`src/sv/tspp_pkg.sv`:
```
package tspp_pkg;

   localparam int COORD_FRAC_BITS    = 4;
   localparam int VERTS_PER_TRIANGLE = 3;
   localparam int COORD_W            = 16;
   localparam int ID_W               = 20;
   localparam int PROD_W             = 32;
   localparam int CLIP_W             = 34;
   localparam int LIN_W              = 48;
   localparam int MAG_W              = 50;
   localparam int HALF_W             = MAG_W / 2;
   localparam int SQ_W               = 2 * MAG_W;
   localparam int CMP_W              = SQ_W + 8;
   localparam int PIPE_DEPTH         = 7;
   localparam int CSR_IDX_W          = 4;
   localparam int CSR_DATA_W         = 64;

   localparam logic [CSR_IDX_W-1:0] CSR_ROW_ZERO   = 4'd0;
   localparam logic [CSR_IDX_W-1:0] CSR_ROW_ONE    = 4'd1;
   localparam logic [CSR_IDX_W-1:0] CSR_ROW_TWO    = 4'd2;
   localparam logic [CSR_IDX_W-1:0] CSR_ROW_THREE  = 4'd3;
   localparam logic [CSR_IDX_W-1:0] CSR_CURSOR     = 4'd4;
   localparam logic [CSR_IDX_W-1:0] CSR_RADIUS     = 4'd5;
   localparam logic [CSR_IDX_W-1:0] CSR_WIDTH      = 4'd6;
   localparam logic [CSR_IDX_W-1:0] CSR_HEIGHT     = 4'd7;

   // Rows zero, one and three of the matrix; the z row never matters.
   typedef struct packed {
      logic [2:0][63:0] rows;
      logic [11:0]      cur_x;
      logic [11:0]      cur_y;
      logic [15:0]      radius;
      logic [12:0]      width;
      logic [12:0]      height;
   } cfg_type;

   typedef struct packed {
      logic signed [COORD_W-1:0] x;
      logic signed [COORD_W-1:0] y;
      logic signed [COORD_W-1:0] z;
   } vertex_type;

   typedef struct packed {
      logic [ID_W-1:0]                         id;
      vertex_type [VERTS_PER_TRIANGLE-1:0]     verts;
   } tri_type;

endpackage

```
`src/sv/tspp_csr.sv`:
```
module tspp_csr (
   input  logic                              clock,
   input  logic                              reset,
   input  logic                              csr_valid,
   output logic                              csr_ready,
   input  logic [tspp_pkg::CSR_IDX_W-1:0]    csr_index,
   input  logic [tspp_pkg::CSR_DATA_W-1:0]   csr_data,
   output tspp_pkg::cfg_type                 cfg
);
   import tspp_pkg::*;

   cfg_type cfg_ff;

   assign csr_ready = 1'b1;
   assign cfg       = cfg_ff;

   // Writes to the z row are accepted and have no effect.
   always_ff @(posedge clock) begin
      if (reset) begin
         cfg_ff.rows[0] <= 64'd256;
         cfg_ff.rows[1] <= 64'd16777216;
         cfg_ff.rows[2] <= 64'd72057594037927936;
         cfg_ff.cur_x   <= '0;
         cfg_ff.cur_y   <= '0;
         cfg_ff.radius  <= 16'd160;
         cfg_ff.width   <= 13'd1024;
         cfg_ff.height  <= 13'd768;
      end else if (csr_valid) begin
         case (csr_index)
            CSR_ROW_ZERO:  cfg_ff.rows[0] <= csr_data;
            CSR_ROW_ONE:   cfg_ff.rows[1] <= csr_data;
            CSR_ROW_TWO:   ;
            CSR_ROW_THREE: cfg_ff.rows[2] <= csr_data;
            CSR_CURSOR: begin
               cfg_ff.cur_x <= csr_data[11:0];
               cfg_ff.cur_y <= csr_data[23:12];
            end
            CSR_RADIUS:    cfg_ff.radius <= csr_data[15:0];
            CSR_WIDTH:     cfg_ff.width  <= csr_data[12:0];
            CSR_HEIGHT:    cfg_ff.height <= csr_data[12:0];
            default:       ;
         endcase
      end
   end

endmodule

```
`config.mk`:
```
export PLATFORM = sky130hd
export DESIGN_NAME = tspp_csr
export DESIGN_NICKNAME = d
export VERILOG_FILES = /design/src/sv/tspp_pkg.sv /design/src/sv/tspp_csr.sv
export SDC_FILE = /design/constraint.sdc
export NUM_CORES = 1
export LEC_CHECK = 0
export BUFFER_PORTS_ARGS = -buffer_cell sky130_fd_sc_hd__buf_4
export CAP_MARGIN = 20
export CORE_MARGIN = 1.5
export CORE_UTILIZATION = 46
export DETAILED_ROUTE_END_ITERATION = 10
export PLACE_DENSITY_LB_ADDON = 0.08
export SLEW_MARGIN = 20
export SYNTH_ARGS = -nofsm -noshare
export SYNTH_HDL_FRONTEND = slang
export SYNTH_SLANG_ARGS = --single-unit
export TNS_END_PERCENT = 50
```
`constraint.sdc`:
```
create_clock -name clock -period 1.42 [get_ports clock]
set_input_delay 0.142 -clock clock [delete_from_list [all_inputs] [get_ports clock]]
set_output_delay 0.142 -clock clock [all_outputs]
set_load 0.02 [all_outputs]
```
==> results of run 1 <==
kinds of logic (layout without fill, tap and decap cells):
kind of cell	after synthesis	after routing	synth area share
mux	181	181	0.178
other cells	1	1	0.000368
buf+inv	90	481	0.0422
compound gates	154	154	0.0755
flops	258	258	0.506
simple gates	344	344	0.198
cell usage in the layout (no fill, tap or decap), drive strengths merged:
| cell type | n |
|---|---|
| and3b | 1 |
| nor2 | 18 |
| dfxtp | 258 |
| nor2b | 1 |
| clkinv | 6 |
| clkbuf | 41 |
| nor3 | 1 |
| dlygate4sd3 | 65 |
| or3b | 1 |
| nand3b | 2 |
| nand3 | 79 |
| mux2i | 181 |
| bufinv | 2 |
| a21oi | 77 |
| nand2b | 238 |
| buf | 367 |
| o21ai | 77 |
| nor3b | 1 |
| nand2 | 2 |
| conb | 1 |
power by group:
| part | total (W) | switching [W] | internal [W] |
|---|---|---|---|
| combinational | 0.00138 | 0.000720 | 0.000662 |
| sequential | 0.00738 | 0.0000508 | 0.00733 |
| clock | 0.00714 | 0.00286 | 0.00429 |
| total | 0.0159 | 0.00363 | 0.0123 |
what timing repair did:
item,4_1_cts,5_1_grt
resized for setup,0,0
hold buffers,65,0
hold endpoints to repair,193,0
per-layer routing:
| metal | part of all wire | track usage | wire length (microns) |
|---|---|---|---|
| met1 | 0.44 | 0.333 | 13000 |
| met3 | 0.068 | 0.0590 | 2020 |
| met4 | 0.028 | 0.0740 | 831 |
| met2 | 0.47 | 0.401 | 13800 |
| met5 | 0 | 0 | 0 |
worst register-to-register path, delay by kind of cell (launching register included):
family	cells	cell delay, ns
AO/OA/AOI/OAI	2	0.27
flip-flops	1	0.37
per-stage QoR:
step | setup TNS [ns] | cell area [sq um] | setup WS (ns) | std cells | hold slack, ns
3_3_place_gp | -3.48 | 13100 | -0.0545 | 1585 | 0.416
3_5_place_dp | -6.29 | 13100 | -0.110 | 1585 | 0.420
6_report | 0 | 14700 | 0.203 | 1699 | 0.203
5_1_grt | 0 | 14700 | 0.149 | 1699 | 0.210
4_1_cts | 0 | 14700 | 0.198 | 1699 | 0.188
2_1_floorplan | 0 | 10200 | 0.00000677 | 1028 | 0.290
final cells by class:
class	instances	area, sq um
fill	1796	7140
clock inverter	8	90.1
clock buffer	41	811
tap	280	350
multi-input combinational	680	4640
sequential	258	5160
timing repair buffer	432	3620
path summary, 6_finish.rpt:
path / end / cells past startpoint / startpoint / slack [ns]
max: cfg[66] / 1 / cfg[66]$_SDFFE_PP0P_ / 0.20
min: cfg[0]$_SDFFE_PP0P_ / 4 / csr_index[0] / 0.20
max reg2reg: cfg[175]$_SDFFE_PP0P_ / 2 / cfg[175]$_SDFFE_PP0P_ / 0.72
min reg2reg: cfg[40]$_SDFFE_PP0P_ / 2 / cfg[40]$_SDFFE_PP0P_ / 0.47
==> impl_metrics.tcl, run 1 <==
set metrics [dict create \
    hold_violations 0 \
    hpwl_microns 20200 \
    ys_seq_area_frac 0.506 \
    largest_reg_flops 258 \
    rsz0062_at_grt "false" \
    crit_fanout 2 \
    start_util 0.468 \
    gp_congestion 0.785 \
    syn_area_sq_mm 0.0102 \
    cts-buffers-inserted 28 \
    synth_flop_cell "dfxtp_1" \
    clock_path_buffers 3 \
    final_nets 1471 \
    ys_warn_count 0 \
    antenna_left 0 \
    async_reset_ff_frac 0 \
    synth_nets 1099 \
    cts_tree "done" \
    overflow 0 \
    io_pins 330 \
    status "finished clean" \
    fmax_mhz 822 \
    num_rows 54 \
    die_h_microns 152 \
    skew_ns 0 \
    cp-start-kind "flip-flop" \
    core_sq_mm 0.0218 \
    drc_errors 0 \
    drv_slew 0 \
    synth_top_area_frac 0.506 \
    synth_common_cells "dfxtp_1, nand2b_1, mux2i_1" \
    clock-sinks 258 \
    vdd_drop_max_uv 790 \
    cpPeakStageDelay_ns 0.39 \
    drt_pass1_iterations 5 \
    ys_types 21 \
    fin_crit_ns 1.22 \
    port_buffers 328 \
    p_leak_nw 6.76 \
    final_core_util 0.673 \
    grt_max_degree 79 \
    yosysMostFrequentCell "dfxtp_1" \
    cts.clk_slew.worst_paths_ns 0.06 \
    arrival_ns 1.07 \
    power.density_mw_per_mm2 1080 \
    grt_usage 0.249 \
    cp_num_buf_inv 1 \
    avgSynthCellArea_sq_um 9.93 \
    crit_chain "buf_4" \
    yosys-top-cells-area "dfxtp_1, mux2i_1, nand2b_1" \
    drt_iter0_markers 390 \
    cp.required_ns 1.28 \
    p_total_w 0.0159 \
    via_per_inst 5.09 \
    final_layout_size_suffix_gt1_frac 0.292 \
    drv_cap 0 \
    grt_pass1_wl_microns 47100 \
    grt_pass1_vias 8443 \
    dieArea_sq_mm 0.0231 \
    fin_crit_sh 0.857 \
    syn_inst 1028 \
    yosysTopAreaCell "dfxtp_1" \
    criticalPathCategory "flip-flop to output pin" \
    wl_microns 29600 \
    cpMaxStageDelayCell "dfxtp_1" \
    synth_edf_count 0 \
    cts_max_level 1 \
    postCtsSetupRepairBufs 0 \
    clock-root-buffer "clkbuf_16" \
    synth-seq-cells 258 \
    die_w_microns 152 \
    num_vias 8649 \
    setup_viol 0 \
    clock_latency_ns 0.52 \
    antenna_found_initial 0 \
    area_growth_pct 43.9 \
    end_kind "output pin" \
    wl_per_cell_microns 17.4 \
    cp_top_family "flip-flops" \
    hp-class "input port to flip-flop" \
    antenna_cells 0 \
]
(Power assumes the default switching activity.)
==> run 2: changes to the inputs <==
Settings changed: REMOVE_ABC_BUFFERS set to 1.
==> impl_metrics.tcl, run 2 (synthesis results as in run 1) <==
set metrics [dict create \
    crit_fanout 21 \
    io_pins 330 \
    num_vias 8755 \
    fin_crit_ns 1.26 \
    p_sw_w 0.00369 \
    antenna_left 0 \
    die_h_microns 152 \
    clkPwrFrac 0.467 \
    fmax_mhz 792 \
    grt_pass1_wl_microns 48300 \
    final_core_util 0.681 \
    start_util 0.468 \
    overflow 0 \
    criticalPathCategory "input port to flip-flop" \
    cpPeakStageDelay_ns 0.55 \
    layout_commonest_cell "buf_4" \
    cts_max_level 1 \
    grt_pass1_vias 8865 \
    crit_chain "buf_4 > or3b_4 > buf_8 > o21ai_0 > a21oi_1 > dlygate4sd3_1" \
    clock-sinks 258 \
    power.density_mw_per_mm2 1110 \
    port_buffers 328 \
    clock_path_buffers 3 \
    fin_hold_ws_ns 0.170 \
    skew_ns 0 \
    gp_congestion 0.776 \
    fillerInstances 1758 \
    drv_slew 0 \
    clock-root-buffer "clkbuf_16" \
    final_layout_size_suffix_gt1_frac 0.300 \
    area_growth_pct 45.6 \
    fin_crit_sh 0.889 \
    cts-buffers-inserted 28 \
    drv_cap 0 \
    cpMaxStageDelayCell "dlygate4sd3_1" \
    power.internal_w 0.0128 \
    dieArea_sq_mm 0.0231 \
    cp.required_ns 1.84 \
    end_kind "flip-flop" \
    antenna_found_initial 0 \
    hpwl_microns 20400 \
    postCtsSetupRepairBufs 0 \
    final_cell_mix "buf_4, dfxtp_1, nand2b_1" \
    via_per_inst 5.11 \
    core_sq_mm 0.0218 \
    grt_usage 0.255 \
    pwr-share-seq 0.448 \
    place_ws_ns -0.232 \
    hold_violations 0 \
    largest_reg_flops 258 \
    fin_ws_ns 0.158 \
    setup_viol 0 \
    antenna_cells 0 \
    drt_pass1_iterations 4 \
    p_leak_nw 6.86 \
    grt_max_degree 68 \
    cts.clk_slew.worst_paths_ns 0.06 \
    die_w_microns 152 \
    wl_per_cell_microns 17.6 \
    wl_microns 30200 \
    clock_latency_ns 0.52 \
    hp-class "input port to flip-flop" \
    rsz0062_at_grt "false" \
    drt_iter0_markers 348 \
    power.share.combinational 0.085 \
    final_nets 1483 \
    cp-start-kind "input port" \
    drc_errors 0 \
    p_total_w 0.0165 \
    arrival_ns 1.68 \
    cts_tree "done" \
    num_rows 54 \
    vdd_drop_max_uv 832 \
    swShare 0.224 \
    status "finished clean" \
]
run 2: cell types whose count changed in the layout (fill, tap and decap cells not counted):
cell,previous run,this run
dlygate4sd3_1,65,66
bufinv_16,2,5
buf_8,0,1
buf_4,349,359
clkbuf_8,4,3
clkinv_2,6,8
clkbuf_1,8,5
run 2: worst paths after layout:
check / endpoint / depth (start not counted) / from / slack (ns)
worst max-delay path: cfg[189]$_SDFFE_PP0P_ / 6 / csr_index[3] / 0.16
worst min register to register: cfg[79]$_SDFFE_PP0P_ / 2 / cfg[79]$_SDFFE_PP0P_ / 0.47
worst min-delay path: cfg[95]$_SDFFE_PP0P_ / 4 / csr_index[0] / 0.17
worst max register to register: cfg[189]$_SDFFE_PP0P_ / 3 / cfg[189]$_SDFFE_PP0P_ / 0.27
run 2: per-layer routing:
metal / GRT usage / vias up / wire length (microns)
met5: 0 / - / 0
met4: 0.0865 / 0 / 931
met3: 0.0685 / 55 / 2100
met2: 0.421 / 296 / 14000
met1: 0.321 / 4156 / 13100
li1: - / 4248 / -
run 2: final cells by class:
cell class	count	area, sq um	share of cell area
Clock inverter	13	190	0.0128
Clock buffer	37	786	0.0529
Sequential cell	258	5160	0.348
Multi-Input combinational cell	680	4640	0.312
Timing Repair Buffer	444	3720	0.251
Tap cell	280	350	0.0236
run 2: critical path, delay by kind of cell:
| kind | cells | cell delay [ns] |
|---|---|---|
| buf+inv | 3 | 0.85 |
| simple gates | 1 | 0.43 |
| compound gates | 2 | 0.25 |
run 2: power groups by stage:
stage / combinational [W] / clock [W] / sequential, W
3_3_place_gp: 0.00124 / 0 / 0.00754
6_report: 0.00140 / 0.00769 / 0.00739
4_1_cts: 0.00140 / 0.00784 / 0.00738
5_1_grt: 0.00150 / 0.00811 / 0.00739
3_5_place_dp: 0.00125 / 0 / 0.00754
2_1_floorplan: 0.000415 / 0 / 0.00765
run 2: through the flow:
| step | setup TNS [ns] | cell area [sq um] | cells |
|---|---|---|---|
| floorplan | -768.20 | 9770 | 938 |
| global placement | -13.07 | 13200 | 1596 |
| detailed placement | -16.23 | 13200 | 1596 |
| CTS | 0 | 14800 | 1712 |
| global route | 0 | 14900 | 1712 |
| finish | 0 | 14900 | 1712 |
run 2: what timing repair did:
| action | CTS | global route |
|---|---|---|
| hold endpoints to repair | 220 | 0 |
| gates resized for setup | 0 | 3 |
| endpoints found under the setup margin | 0 | 1 |
| hold buffers | 66 | 0 |
